## src/rtl/wstq_ram.sv

```systemverilog
// ----------------------------------------------------------------------------
// wstq_ram
// Generic single-write, single-read RAM with registered read data.
// ----------------------------------------------------------------------------
module wstq_ram #(
    parameter int WIDTH = 32,
    parameter int DEPTH = 64
) (
    input  logic                     clk,
    input  logic                     we,
    input  logic [$clog2(DEPTH)-1:0] waddr,
    input  logic [WIDTH-1:0]         wdata,
    input  logic [$clog2(DEPTH)-1:0] raddr,
    output logic [WIDTH-1:0]         rdata
);

    logic [WIDTH-1:0] mem [DEPTH];
    logic [WIDTH-1:0] rdata_reg;

    always_ff @(posedge clk)
    begin
        if (we)
        begin
            mem[waddr] <= wdata;
        end
        rdata_reg <= mem[raddr];
    end

    assign rdata = rdata_reg;

endmodule

```

## config.mk

```make
export PLATFORM = sky130hd
export DESIGN_NAME = wstq_ram
export DESIGN_NICKNAME = d
export VERILOG_FILES = /design/src/rtl/wstq_ram.sv
export SDC_FILE = /design/constraint.sdc
export NUM_CORES = 2
export LEC_CHECK = 0
export BUFFER_PORTS_ARGS = -buffer_cell sky130_fd_sc_hd__buf_2
export CORE_MARGIN = 5
export CORE_UTILIZATION = 38
export DETAILED_ROUTE_END_ITERATION = 10
export SLEW_MARGIN = 20
export SYNTH_ARGS = -nofsm -noshare
export SYNTH_HDL_FRONTEND = slang
export SYNTH_SLANG_ARGS = --single-unit
```

## constraint.sdc

```tcl
create_clock -name clk -period 6.25 [get_ports clk]
set_clock_uncertainty 0.05 [all_clocks]
set_input_delay 1.25 -clock clk [delete_from_list [all_inputs] [get_ports clk]]
set_output_delay 1.25 -clock clk [all_outputs]
set_load 0.01 [all_outputs]
```

Yosys cells after proc, flatten, opt, wreduce, memory -nomap -nowiden. Memories as Yosys holds them, arrays and structs flattened. A register that Yosys moved wholly into a read port is not among the register bits. Index checks and enable logic that the tools add are counted.

Muxes and demuxes: 2.

Operators by type and width (number): 1-bit two-way mux (2).

Memory bits (writable): 2048. Input bits: 46. Logic and storage cells: 3. Memories: 1. Output and inout bits: 32. Register bits after elaboration: 0.

Memory list: mem (words 64, width 32, read ports 1, clocked after Yosys merged registers in 1, wr ports 1, RTL line 17) `logic [WIDTH-1:0] mem [DEPTH];`.

Longest topological paths before layout.
Depth after elaboration: 2. Depth in mapped cells: 10. Mapped depth without buffers: 5.

Worst setup path after synthesis. No wires, ideal clock.

Path kind: input to register. Start: in waddr[3]. End: mem mem[48][0], enable pin. Stages on the path: 4. Buffers on the path: 1. Library setup time: 461 ps. Arrival time: 3949 ps. Setup slack: 1790 ps. Cell sequence: clkbuf_1 -> nor2b_1 -> nand4b_1 -> nor3_1.

RTL lines: from (decl) (RTL line 11) `input logic [$clog2(DEPTH)-1:0] waddr,`; to (decl) (RTL line 17).

Straight into the memory's write port.

==> flow_summary_export.csv <==
group,metric,value,unit
outcome,outcome,"finished clean",
worst_setup_path,crit_path_max_fanout,68,
route,dr.pass1.iters,5,
worst_setup_path,crit_buf_inv,2,
die,io_pins,78,
yosys,yosys.area_share.adder,0,
clock_network,post-cts-setup-buffer-count,0,
place,port_buffers,77,
sta,max_freq,0.240,GHz
worst_setup_path,reg2reg_to,"rdata[3]$_DFF_P_",
route,vias,36700,
yosys,synthSimpleGateAreaFrac,0.0127,
pwr,leakage,27.7,nW
pwr,p_per_area,322,mW/mm^2
worst_setup_path,path_class,"input pin to register",
cells_and_area,largest_reg_flops,2048,
clock_network,root_buffer,"clkbuf_16",
cells_and_area,post-route-util,0.438,
global_route,grt_start_max_net_pins,83,
yosys,synth_compound_area_frac,0.0167,
place,placed_area,0.0832,sq mm
flow_run,drv_cap,0,
clock_network,cts_made_buffers,203,
pwr,p_total,28.9,mW
min_path,hp-start,"mem[28][8]$_DFFE_PP_",
route,drtAntennaViolNets,0,
yosys,synth_mux_area_frac,0.168,
worst_setup_path,r2r_setup_slack,3.36,ns
yosys,ys_warn_count,0,
worst_setup_path,crit_path_end_kind,"register",
sta,relSlewSlack,0.255,
clock_network,clkTransAtPathRegs,0.07,ns
global_route,grt_pass1_vias,37300,
clock_network,h-tree-depth,4,
worst_setup_path,cp.required,6.77,ns
yosys,synthFlopType,"edfxtp_1",
worst_setup_path,max_stage_delay,0.87,ns
worst_setup_path,rr_worst_depth,4,
worst_setup_path,cp_cell_sequence,"buf_8 > buf_4 > mux4_2 > mux4_2 > o22ai_1 > nor2_1",
yosys,synth.cell_area,0.0785,sq mm
yosys,synth_top_family_by_area,"multiplexers",
pwr,worst_ir_drop_vdd,0.000286,V
cells_and_area,area_growth,14.4,%
yosys,ys_seq_elements,2080,
clock_network,insertion_delay,0.81,ns
clock_network,cts-resized-gates,0,
worst_setup_path,crit_path_top_delay_cell,"o22ai_1",
worst_setup_path,startpoint,"raddr[1]",
clock_network,cts_hold_buf,0,
clock_network,clk_path_buf_depth,3,
yosys,seq_area_frac_synth,0.791,
cells_and_area,mostFrequentLayoutCell,"edfxtp_1",
worst_setup_path,cp_common_cell,"mux4_2",
yosys,syn_inst,3324,
cells_and_area,nNetsFinal,3613,
route,drt_iter0_markers,4307,
sta,hold_viol_final,0,
clock_network,cts_tree,"yes",
worst_setup_path,critPathTopFamily,"buffers and inverters",
clock_network,cts.sinks,2080,
min_path,hold_depth,4,
yosys,yosysUniqueCellTypes,34,
place,place_congestion,0.763,
cells_and_area,num-fill-cells,17100,
sta,tns,0,ns
route,drcViolationCount,0,
sta,worstMarginPinSlew,1.11,ns
worst_setup_path,crit_arrival,4.69,ns
die,fp.dieH,465,um
cells_and_area,layout-drive-gt1-share,0.299,
yosys,synth_xor_area_frac,0,
sta,min_period,4.17,ns
global_route,grt-ovfl-total,0,
global_route,grt_antenna_before_repair,13,
min_path,hold_class,"register to register",
worst_setup_path,r2r-start,"mem[43][3]$_DFFE_PP_",
worst_setup_path,cp.depth,6,
route,route.detailed.wl_per_inst,31.1,um
die,dieArea,0.216,sq mm
sta,fin_crit_sh,0.667,
die,coreArea,0.205,sq mm
global_route,grt.total_usage,0.183,
die,die_w,465,um
cells_and_area,layout_common_cells,"edfxtp_1, mux4_2, clkbuf_16, buf_4, mux2i_1",
global_route,grt_pass1_wl,285000,um
cells_and_area,finalInstanceArea,0.0898,sq mm
sta,setup_viol,0,
worst_setup_path,cp-endpoint,"rdata[3]$_DFF_P_",
place,dp_hpwl,114000,um
route,routed_via_density,5.71,
yosys,synth_edf_count,2048,
sta,grt_setup_unrepaired,"false",
worst_setup_path,cp-start-kind,"input pin",
sta,slew_violations,0,
yosys,async_flop_share,0,
route,routed_wl,200000,um
die,row_count,166,
yosys,synth_nets,3370,
die,start_util,0.383,
yosys,avgSynthCellArea,23.6,sq um
==> layout make-up <==
class / instances / area (sq um) / area share
Sequential cell: 2080 / 62100 / 0.692
Multi-Input combinational cell: 1062 / 16000 / 0.178
Clock buffer: 288 / 5710 / 0.0635
Tap cell: 2688 / 3360 / 0.0374
Timing Repair Buffer: 220 / 1780 / 0.0199
Clock inverter: 90 / 835 / 0.00929
Antenna cell: 4 / 10.0 / 0.000111
==> synthesized netlist by cell type (7+ instances only) <==
master / n / share of area
dfxtp_1: 32 / 0.0082
buf_4: 25 / 0.0024
o221ai_1: 27 / 0.0030
nand2_1: 26 / 0.0012
mux2i_1: 93 / 0.012
mux4_2: 544 / 0.16
a22oi_1: 12 / 0.0011
edfxtp_1: 2048 / 0.78
buf_2: 57 / 0.0036
buf_1: 21 / 0.0010
nor3_1: 7 / 0.00045
clkbuf_1: 74 / 0.0035
nor2b_1: 15 / 0.0012
o22ai_1: 84 / 0.0067
a311oi_1: 8 / 0.00089
nor2_1: 137 / 0.0065
a21oi_1: 62 / 0.0040
nand2b_1: 8 / 0.00064
==> through the flow <==
| step | worst slack (ns) | std cells | hold WS (ns) |
|---|---|---|---|
| finish | 2.08 | 6432 | 0.752 |
| global route | 2.09 | 6429 | 0.771 |
| CTS | 2.17 | 6426 | 0.747 |
| detailed placement | 1.28 | 6048 | 0.731 |
| global placement | 1.28 | 6046 | 0.725 |
| floorplan | 1.79 | 3324 | 0.613 |
==> metal layers <==
metal,routed length [um],GRT usage,share of wire
met1,84300,0.264,0.42
met2,96700,0.294,0.48
met3,13900,0.0282,0.069
met4,5290,0.0506,0.026
met5,49,0,0.00024
==> power breakdown <==
part	total [mW]	switching (mW)	internal (mW)	leakage (nW)
registers	15.5	0.0656	15.4	18.7
clock network	12.0	5.17	6.83	3.19
logic	1.39	0.870	0.520	5.82
total	28.9	6.11	22.8	27.7
==> cell families after synthesis <==
kind of cell | count (synthesis)
buf+inv | 182
flops | 2080
mux | 637
compound gates | 202
simple gates | 223
==> worst min-delay path: stages, from the launching register on <==
cell and delay (ns):
edfxtp_1 0.32, mux2i_1 0.07, nand2_1 0.07, a311oi_1 0.08, nor3_1 0.20
==> worst min path at each step <==
stage	slack [ns]	endpoint
after floorplan	0.61	rdata[17]$_DFF_P_
after global placement	0.72	rdata[20]$_DFF_P_
after detailed placement	0.73	rdata[8]$_DFF_P_
after CTS	0.75	rdata[8]$_DFF_P_
after global routing	0.77	mem[46][23]$_DFFE_PP_
final	0.75	rdata[8]$_DFF_P_
Power figures use the tool's default switching activity.
