## src/rtl/wstq_pkg.sv

```systemverilog
// ----------------------------------------------------------------------------
// wstq_pkg
// Shared constants, codes and types for the work-stealing task queues.
// ----------------------------------------------------------------------------
package wstq_pkg;

    // sizing
    localparam int MAX_WORKERS = 16;
    localparam int QUEUE_DEPTH = 64;
    localparam int TASK_WIDTH  = 32;

    // fixed field widths of the interface
    localparam int HANDLE_W = 32;   // task_handle / task_out
    localparam int AW_W     = 5;    // active_workers register
    localparam int QL_W     = 7;    // queue_limit register
    localparam int PADDR_W  = 3;
    localparam int PDATA_W  = 32;

    // derived widths
    localparam int WID_W       = $clog2(MAX_WORKERS);
    localparam int NW_W        = $clog2(MAX_WORKERS + 1);
    localparam int SLOT_W      = $clog2(QUEUE_DEPTH);
    localparam int CNT_W       = $clog2(QUEUE_DEPTH + 1);
    localparam int PTR_W       = SLOT_W + CNT_W;
    localparam int STORE_DEPTH = MAX_WORKERS * QUEUE_DEPTH;
    localparam int STORE_AW    = $clog2(STORE_DEPTH);
    localparam int TOTAL_W     = $clog2(STORE_DEPTH + 1);

    // operation codes
    localparam logic OP_PUSH = 1'b0;
    localparam logic OP_POP  = 1'b1;

    // register indexes
    localparam int REG_IDX_W = 1;
    typedef logic [REG_IDX_W-1:0] reg_idx_t;
    localparam reg_idx_t REG_ACTIVE_WORKERS = 1'b0;
    localparam reg_idx_t REG_QUEUE_LIMIT    = 1'b1;

    // steal scan result
    typedef struct packed {
        logic             found;
        logic [WID_W-1:0] queue;
    } scan_res_t;

endpackage

```

## src/rtl/wstq_scan.sv

```systemverilog
// ----------------------------------------------------------------------------
// wstq_scan
// Round-robin steal search: first busy queue after the requester, wrapping.
// ----------------------------------------------------------------------------
module wstq_scan
    import wstq_pkg::*;
(
    input  logic [WID_W-1:0]       worker,
    input  logic [NW_W-1:0]        workers,
    input  logic [MAX_WORKERS-1:0] busy,
    output scan_res_t              res
);

    always_comb
    begin
        logic [WID_W:0] sum;
        logic [WID_W:0] q;
        res.found = 1'b0;
        res.queue = worker;
        for (int i = 1; i < MAX_WORKERS; i++)
        begin
            sum = (WID_W+1)'(worker) + (WID_W+1)'(i);
            // worker < workers, so one subtract wraps
            q = (sum >= (WID_W+1)'(workers)) ? sum - (WID_W+1)'(workers) : sum;
            if (!res.found && (NW_W'(i) < workers) && busy[q[WID_W-1:0]])
            begin
                res.found = 1'b1;
                res.queue = q[WID_W-1:0];
            end
        end
    end

endmodule

```

## config.mk

```make
export PLATFORM = sky130hd
export DESIGN_NAME = wstq_scan
export DESIGN_NICKNAME = d
export VERILOG_FILES = /design/src/rtl/wstq_pkg.sv /design/src/rtl/wstq_scan.sv
export SDC_FILE = /design/constraint.sdc
export NUM_CORES = 1
export LEC_CHECK = 0
export ABC_AREA = 1
export BUFFER_PORTS_ARGS = -buffer_cell sky130_fd_sc_hd__buf_4
export CAP_MARGIN = 20
export CORE_MARGIN = 5
export CORE_UTILIZATION = 50
export DETAILED_ROUTE_END_ITERATION = 10
export PLACE_DENSITY = 0.67
export SETUP_SLACK_MARGIN = 0.5
export SYNTH_ARGS = -nofsm -noshare
export SYNTH_HDL_FRONTEND = slang
export SYNTH_SLANG_ARGS = --single-unit
```

## constraint.sdc

```tcl
create_clock -name vclk -period 9.1
set_input_delay 1.82 -clock vclk [all_inputs]
set_output_delay 1.82 -clock vclk [all_outputs]
set_load 0.01 [all_outputs]
```

Yosys cells after proc, flatten, opt, wreduce, memory -nomap -nowiden
Index checks and enable logic that the tools add are counted.
{"block": "word_totals", "in_bits": 25, "ff_bits": 0, "wordCells": 178, "memories": 0, "latch_bits": 0, "mem_bits_rw": 0, "romBits": 0, "output_inout_bits": 5}
{"block": "op_classes", "n_eq_ne": 0, "n_mul": 0, "magnitude_cmp": 45, "bitwise": 0, "div_mod_pow": 0, "n_mux": 60, "reduce_logical": 43, "n_addsub": 30, "shift": 0}
{"operator": "5-bit >= comparator", "count": 15}
{"operator": "4-bit by 5-bit < comparator with 1-bit output (second input constant)", "count": 15}
{"operator": "5-bit two-way mux", "count": 15}
{"operator": "1-bit binary-select mux with 4-bit select", "count": 15}
{"operator": "4-bit two-way mux", "count": 15}
{"operator": "4-bit subtractor", "count": 15}
{"operator": "4-bit by 4-bit adder with 5-bit output (second input constant)", "count": 8}
{"operator": "4-bit by 5-bit < comparator with 1-bit output (first input constant)", "count": 8}
{"operator": "1-bit logical AND", "count": 29}
{"operator": "4-bit by 3-bit adder with 5-bit output (second input constant)", "count": 4}
{"operator": "3-bit by 5-bit < comparator with 1-bit output (first input constant)", "count": 4}
{"operator": "1-bit two-way mux", "count": 15}
{"operator": "1-bit zero test", "count": 14}
{"operator": "4-bit by 2-bit adder with 5-bit output (second input constant)", "count": 2}
{"operator": "2-bit by 5-bit < comparator with 1-bit output (first input constant)", "count": 2}
{"operator": "4-bit by 1-bit adder with 5-bit output (second input constant)", "count": 1}
{"operator": "1-bit by 5-bit < comparator with 1-bit output (first input constant)", "count": 1}

Longest topological paths before layout
Gate-level depths: netlist (run 1).
{"block": "logic_depth", "word_depth": 63, "depth_mapped": 37, "mapped_depth_nobuf": 36}

Worst setup path before layout (run 1)
Ideal clock, no wire load.
{"block": "synth_path", "path_type": "in2out", "startpoint": "input port worker[0]", "endpoint": "output port res[2] (netlist name)", "path_stages": 32, "setup_slack_ps": 1568, "path_buffers": 2, "required_ps": 7280, "arrival_ps": 5712, "cell_sequence": "buf_2 > inv_1 > buf_2 > ha_1 > xor2_1 > inv_1 > ha_1 > nand2_1 > nand2_2 > a21oi_4 > nand3_4 > nand2_4 > nand2_2 > nand2_1 > nand3_1 > nand3_1 > nand3b_1 > nand3_2 > nand3_4 > nor2_8 > nand3_2 > nor2_2 > nand2_2 > nor2_4 > nand3_2 > a21oi_4 > nand2_2 > nor2_4 > nand3_2 > nand2_1 > inv_1 > a21oi_1"}
{"item": "start, declared", "line_no": "wstq_scan.sv:8", "rtl": "input logic [WID_W-1:0] worker,"}
{"item": "end, declared", "line_no": "wstq_scan.sv:11", "rtl": "output scan_res_t res"}

==> run metrics, run 1 <==
Gate Count Post-Synth=1,164; Hold Fails Final Rpt=0; iteration-0 DRC count of the detailed router=about 970; max-slew violations=0; Hold Crit Class=in2out; Worst IR Drop VDD=between 50 and 60 uV; Buf+Inv Stages, Crit Path=5; die span in y=122 um; crit start category=primary input; Worst Path Required=7.28 ns; crit path DAT=6.48 ns; vias in the first global route=7,183; synth top area cells=nand2_1 (19%), nand3_1 (13%), ha_1 (11%); port bufs=30; CP peak stage delay=around 0.37 ns; Top Ports=30; worst slew pin tran=between 1 and 1.5 ns; syn_area_per_cell=5.42 um2; Post-Syn Area=about 6300 um2; register area=0 um2; Sum Neg Setup Slack=0 ns; commonest cells in the netlist=nand2_1 (316), inv_1 (170), nand3_1 (160); Pleak=3.52 nW; Setup CP Type=in2out; fraction of layout cells with a size suffix above 1=around 11%; Finish-stage setup viols=0; synth unique cells=47; post-synth top area share=18.8%; Critical Path End Type=output port; CP most frequent cell=nand3_2; fin crit share=around 91%; # clk buffers=0; Slowest-stage cell, CP=ha_1; most frequent cell after synthesis=nand2_1; fill cell count=1,355; hold_buf cts=0; outcome=finished clean; post-synth net total=about 1,300; WL/cell=between 15 and 20 um; total power=about 1.0 mW; Via density=between 6 and 7; routability cong.=around 1.0; HPWL after DPL=approximately 20,000 um; post-synth top area cell=nand2_1; Final ANT Viol Nets=0; RSZ-0062 raised after global routing=no; area of the multi-input gates=between 5000 and 6000 um2; core footprint=between 10,000 and 15,000 um2; seq_cells=0; Area Overhead vs Synth=9.84%; pwr/cell area=around 150 nW/um2; maxcap violations=0; # nets final=roughly 1,300; register area share after synthesis=0%; CP Max Fanout=20; drt pass-1 iters=5; DRC=0; highest clock rate=120 MHz; first-pass GRT wire length=just under 40,000 um; drt total wl=~25,000 um; Die W=122 um; total track usage=between 30% and 40%; relative slew slack=a little under a third; DIE AREA=approximately 15,000 um2; Yosys warning total=0; Crit path max-delay family=simple AND/OR/NAND/NOR gates; minimum clock period after layout=8.30 ns; initial antenna violation count=0; grt ovf=0; largest net degree at the start of global routing=20; DR vias=a little over 8,000; Initial Util=roughly 50%; cell row count=between 40 and 50; Ant. Diodes=0
## metrics by stage
step,instances,instance area [um2],setup WS (ns),utilization [%],hold WS [ns]
floorplan,1164,6310,1.57,-,3.94
global placement,1352,6750,0.687,53.9,4.06
detailed placement,1352,6750,0.621,53.9,4.05
CTS,1352,6750,0.621,53.9,4.06
global route,1365,6930,0.489,55.4,4.10
finish,1365,6930,0.798,55.4,4.06
## cell usage in the layout, fill, tap and decap left out, types with 2 or more instances in the layout
cell type / Yosys / routed
or2_0: 2 / 2
or2_2: 5 / 5
a21oi_2: 2 / 2
a21oi_4: 3 / 3
nand2_2: 10 / 10
inv_2: 4 / 4
o21ai_2: 10 / 10
a221oi_1: 3 / 3
nand2_4: 3 / 3
xor2_1: 13 / 12
o21ai_0: 104 / 101
nand2_1: 316 / 316
nand3_2: 10 / 12
ha_2: 0 / 2
xnor2_1: 7 / 6
buf_4: 0 / 57
o21a_1: 2 / 2
o22ai_1: 3 / 3
o311ai_0: 3 / 3
o221ai_1: 8 / 8
nand3_1: 160 / 159
nand3b_1: 6 / 6
nand4_2: 3 / 2
o21ai_1: 13 / 13
ha_1: 57 / 55
o21ai_4: 0 / 4
a21oi_1: 20 / 20
nor2_1: 61 / 61
nand4_1: 33 / 33
inv_1: 170 / 168
fa_1: 4 / 4
o21bai_1: 10 / 10
a21o_1: 7 / 7
nor2_2: 4 / 4
o211ai_1: 59 / 59
clkinvlp_4: 0 / 2
nand3_4: 5 / 5
nor2_4: 2 / 2
## cell type report
cell class         instances  share of cell area [%]
inverters                175                    9.59
multi-input cells        959                    80.9
well taps                172                    3.11
repair buffers            59                    6.41
## power breakdown
group | leakage, nW | internal (mW) | switching (mW)
sequential | 0 | 0 | 0
clock | 0 | 0 | 0
combinational | 3.52 | 0.345 | 0.689
## routing by layer
metal / GRT usage, % / up-vias / part of all wire [%]
met5: 0 / - / 0
li1: - / 4028 / -
met1: 43.4 / 3681 / 39
met3: 5.30 / 113 / 13
met2: 51.4 / 497 / 43
met4: 13.7 / 0 / 5.5
## cell families (layout without fill, tap and decap cells)
family | count (synthesis) | count (layout) | synth area share, %
and+or+nand+nor | 623 | 624 | 46.2
AOI/OAI and AO/OA | 253 | 254 | 25.9
buffers and inverters | 207 | 234 | 12.6
adders and majority gates | 61 | 61 | 12.6
xor gates and xnor gates | 20 | 20 | 2.78
## final timing paths
kind,slack (ns),cells past startpoint,endpoint,from
max,0.80,31,res[0],worker[0]
min,4.06,4,res[3],workers[4]
## what timing repair did
item                                    in CTS  in global routing
endpoints found under the hold margin        0                  0
endpoints found under the setup margin       0                  5
setup buffers                                0                 10
resized for setup                            0                 19
Note: power is estimated with default switching activity, not from simulation.
==> run 2: changes to the inputs <==
--- a/config.mk
+++ b/config.mk
@@ -7,7 +7,7 @@
 export LEC_CHECK = 0
 export ABC_AREA = 1
 export BUFFER_PORTS_ARGS = -buffer_cell sky130_fd_sc_hd__buf_4
-export CAP_MARGIN = 20
+export CAP_MARGIN = 40
 export CORE_MARGIN = 5
 export CORE_UTILIZATION = 50
 export DETAILED_ROUTE_END_ITERATION = 10
==> constraint.sdc (replaced) <==
create_clock -name vclk -period 9.2
set_input_delay 1.84 -clock vclk [all_inputs]
set_output_delay 1.84 -clock vclk [all_outputs]
set_load 0.01 [all_outputs]
==> run 2 against run 1 <==
  * Routed wire length up 0.71%
  * Sequential share of layout area unchanged
  * Global-route usage up 0.29 points
  * First-iteration DRC count up 11%
  * Utilization down 0.13 points
  * Count of clock-buffer cells in the layout unchanged
  * Die area unchanged
  * Combinational power about the same
  * Final area down 0.23%
  * Non-clock buffer count up 1
  * Largest power group unchanged
  * Highest routed layer unchanged
==> run metrics, run 2 (same netlist as run 1, synthesis figures left out) <==
outcome=finished clean (unchanged); # nets final=1,281 (unchanged); initial antenna violation count=0 (unchanged); Hold Crit Class=in2out (unchanged); fraction of layout cells with a size suffix above 1=11.4% (was 11.5%); DRC=0 (unchanged); worst slew pin tran=0.916 ns (was 1.03 ns); vias in the first global route=7,201 (was 7,183); DIE AREA=15,000 um2 (unchanged); Critical Path End Type=output port (unchanged); register area=0 um2 (unchanged); Ant. Diodes=0 (unchanged); first-pass GRT wire length=39,000 um (was 38,400 um); core footprint=12,500 um2 (unchanged); final setup margin=0.879 ns (was 0.798 ns); Switching Fraction=66.6% (about the same); HPWL after DPL=19,500 um (about the same); Area Overhead vs Synth=9.58% (was 9.84%); Logic pwr share=100.0% (about the same); Setup CP Type=in2out (unchanged); total power=1.02 mW (was 1.03 mW); port bufs=30 (unchanged); minimum clock period after layout=8.32 ns; highest clock rate=~120 MHz; Pleak=3.52 nW (about the same); hold_sp=workers[4] (unchanged); Worst IR Drop VDD=52.0 uV (was 57.8 uV); pwr/cell area=147 nW/um2 (was 149 nW/um2); Buf+Inv Stages, Crit Path=6 (was 5); Slowest-stage cell, CP=ha_1 (unchanged); die span in y=122 um (unchanged); drt total wl=25,400 um (was 25,200 um); DR vias=8,330 (was 8,319); Setup WS pre-CTS=0.636 ns (was 0.621 ns); WL/cell=18.6 um (was 18.5 um); Inst Count DP=1,351 (was 1,352); RSZ-0062 raised after global routing=no (unchanged); iteration-0 DRC count of the detailed router=1,073 (was 968); relative slew slack=38.3% (was 30.9%); most common cell after layout, fill and taps aside=nand2_1 (unchanged); max-slew violations=0 (unchanged); Reg power frac=0% (about the same); # clk buffers=0 (unchanged); routability cong.=1.05 (was 1.03); largest net degree at the start of global routing=20 (unchanged); Finished Layout Cells=1,365 (unchanged); Placed Area=6730 um2 (was 6750 um2); Finish-stage setup viols=0 (unchanged); cell row count=41 (unchanged); clock group share of total power=0% (about the same); Final ANT Viol Nets=0 (unchanged); NetSw=679 uW (was 689 uW); crit path DAT=6.48 ns (about the same); Final Cell Area=6910 um2 (was 6930 um2); Int Pwr=340 uW (was 345 uW); CP Max Fanout=12 (was 20); seq_cells=0 (unchanged); Min-Delay Path Depth=4 (unchanged); grt ovf=0 (unchanged); Hold Fails Final Rpt=0 (unchanged); fin crit share=between 90% and 100%; Die W=122 um (unchanged); Worst Hold End=res[1] (was res[3]); crit start category=primary input (unchanged); drt pass-1 iters=6 (was 5); total track usage=32.7% (was 32.4%); Crit path max-delay family=simple AND/OR/NAND/NOR gates (unchanged); Initial Util=50.4% (unchanged); CP most frequent cell=nand3_2 (unchanged); Via density=6.10 (was 6.09); maxcap violations=0 (unchanged); CP peak stage delay=0.37 ns (about the same); Worst Path Required=7.36 ns (was 7.28 ns); Top Ports=30 (unchanged); Sum Neg Setup Slack=0 ns (unchanged); most frequent cells in the layout=nand2_1 (316), inv_1 (168), nand3_1 (160), o21ai_0 (100), nor2_1 (61) (was nand2_1 (316), inv_1 (168), nand3_1 (159), o21ai_0 (101), nor2_1 (61))
## run 2: layer usage
layer	track usage, %	vias up	wire length [um]
li1	-	4036	-
met1	44.0	3688	10100
met2	52.7	508	11200
met3	5.02	98	2900
met4	12.0	0	1230
met5	0	-	0
## run 2: metrics by stage
step                hold WS [ns]  utilization, %
finish                      4.08            55.2
global route                4.10            55.2
CTS                         4.09            53.8
detailed placement          4.09            53.8
global placement            4.10            53.7
floorplan                   3.98               -
## run 2: final cells by class
type,count,area [um2]
Fill cell,1359,5600
Multi-Input combinational cell,958,5570
Inverter,175,664
Timing Repair Buffer,60,462
Tap cell,172,215
## run 2: worst max-delay path by stage
stage               startpoint      to  slack, ns  cells past startpoint
floorplan            worker[0]  res[2]       1.63                     32
global placement     worker[1]  res[3]       0.69                     31
detailed placement   worker[1]  res[3]       0.64                     31
CTS                  worker[1]  res[3]       0.62                     31
global route         worker[1]  res[0]       0.49                     32
finish               worker[1]  res[0]       0.88                     31
## run 2: power groups by stage
stage	Sequential, mW	Clock [mW]	Combinational (mW)
5_1_grt	0	0	1.12
2_1_floorplan	0	0	0.696
4_1_cts	0	0	0.969
3_3_place_gp	0	0	0.963
6_report	0	0	1.02
3_5_place_dp	0	0	0.967
## run 2: repair_timing
item,4_1_cts,5_1_grt
resized for setup,0,17
endpoints found under the hold margin,0,0
endpoints found under the setup margin,0,5
hold buffers,0,0
buffers inserted,0,13
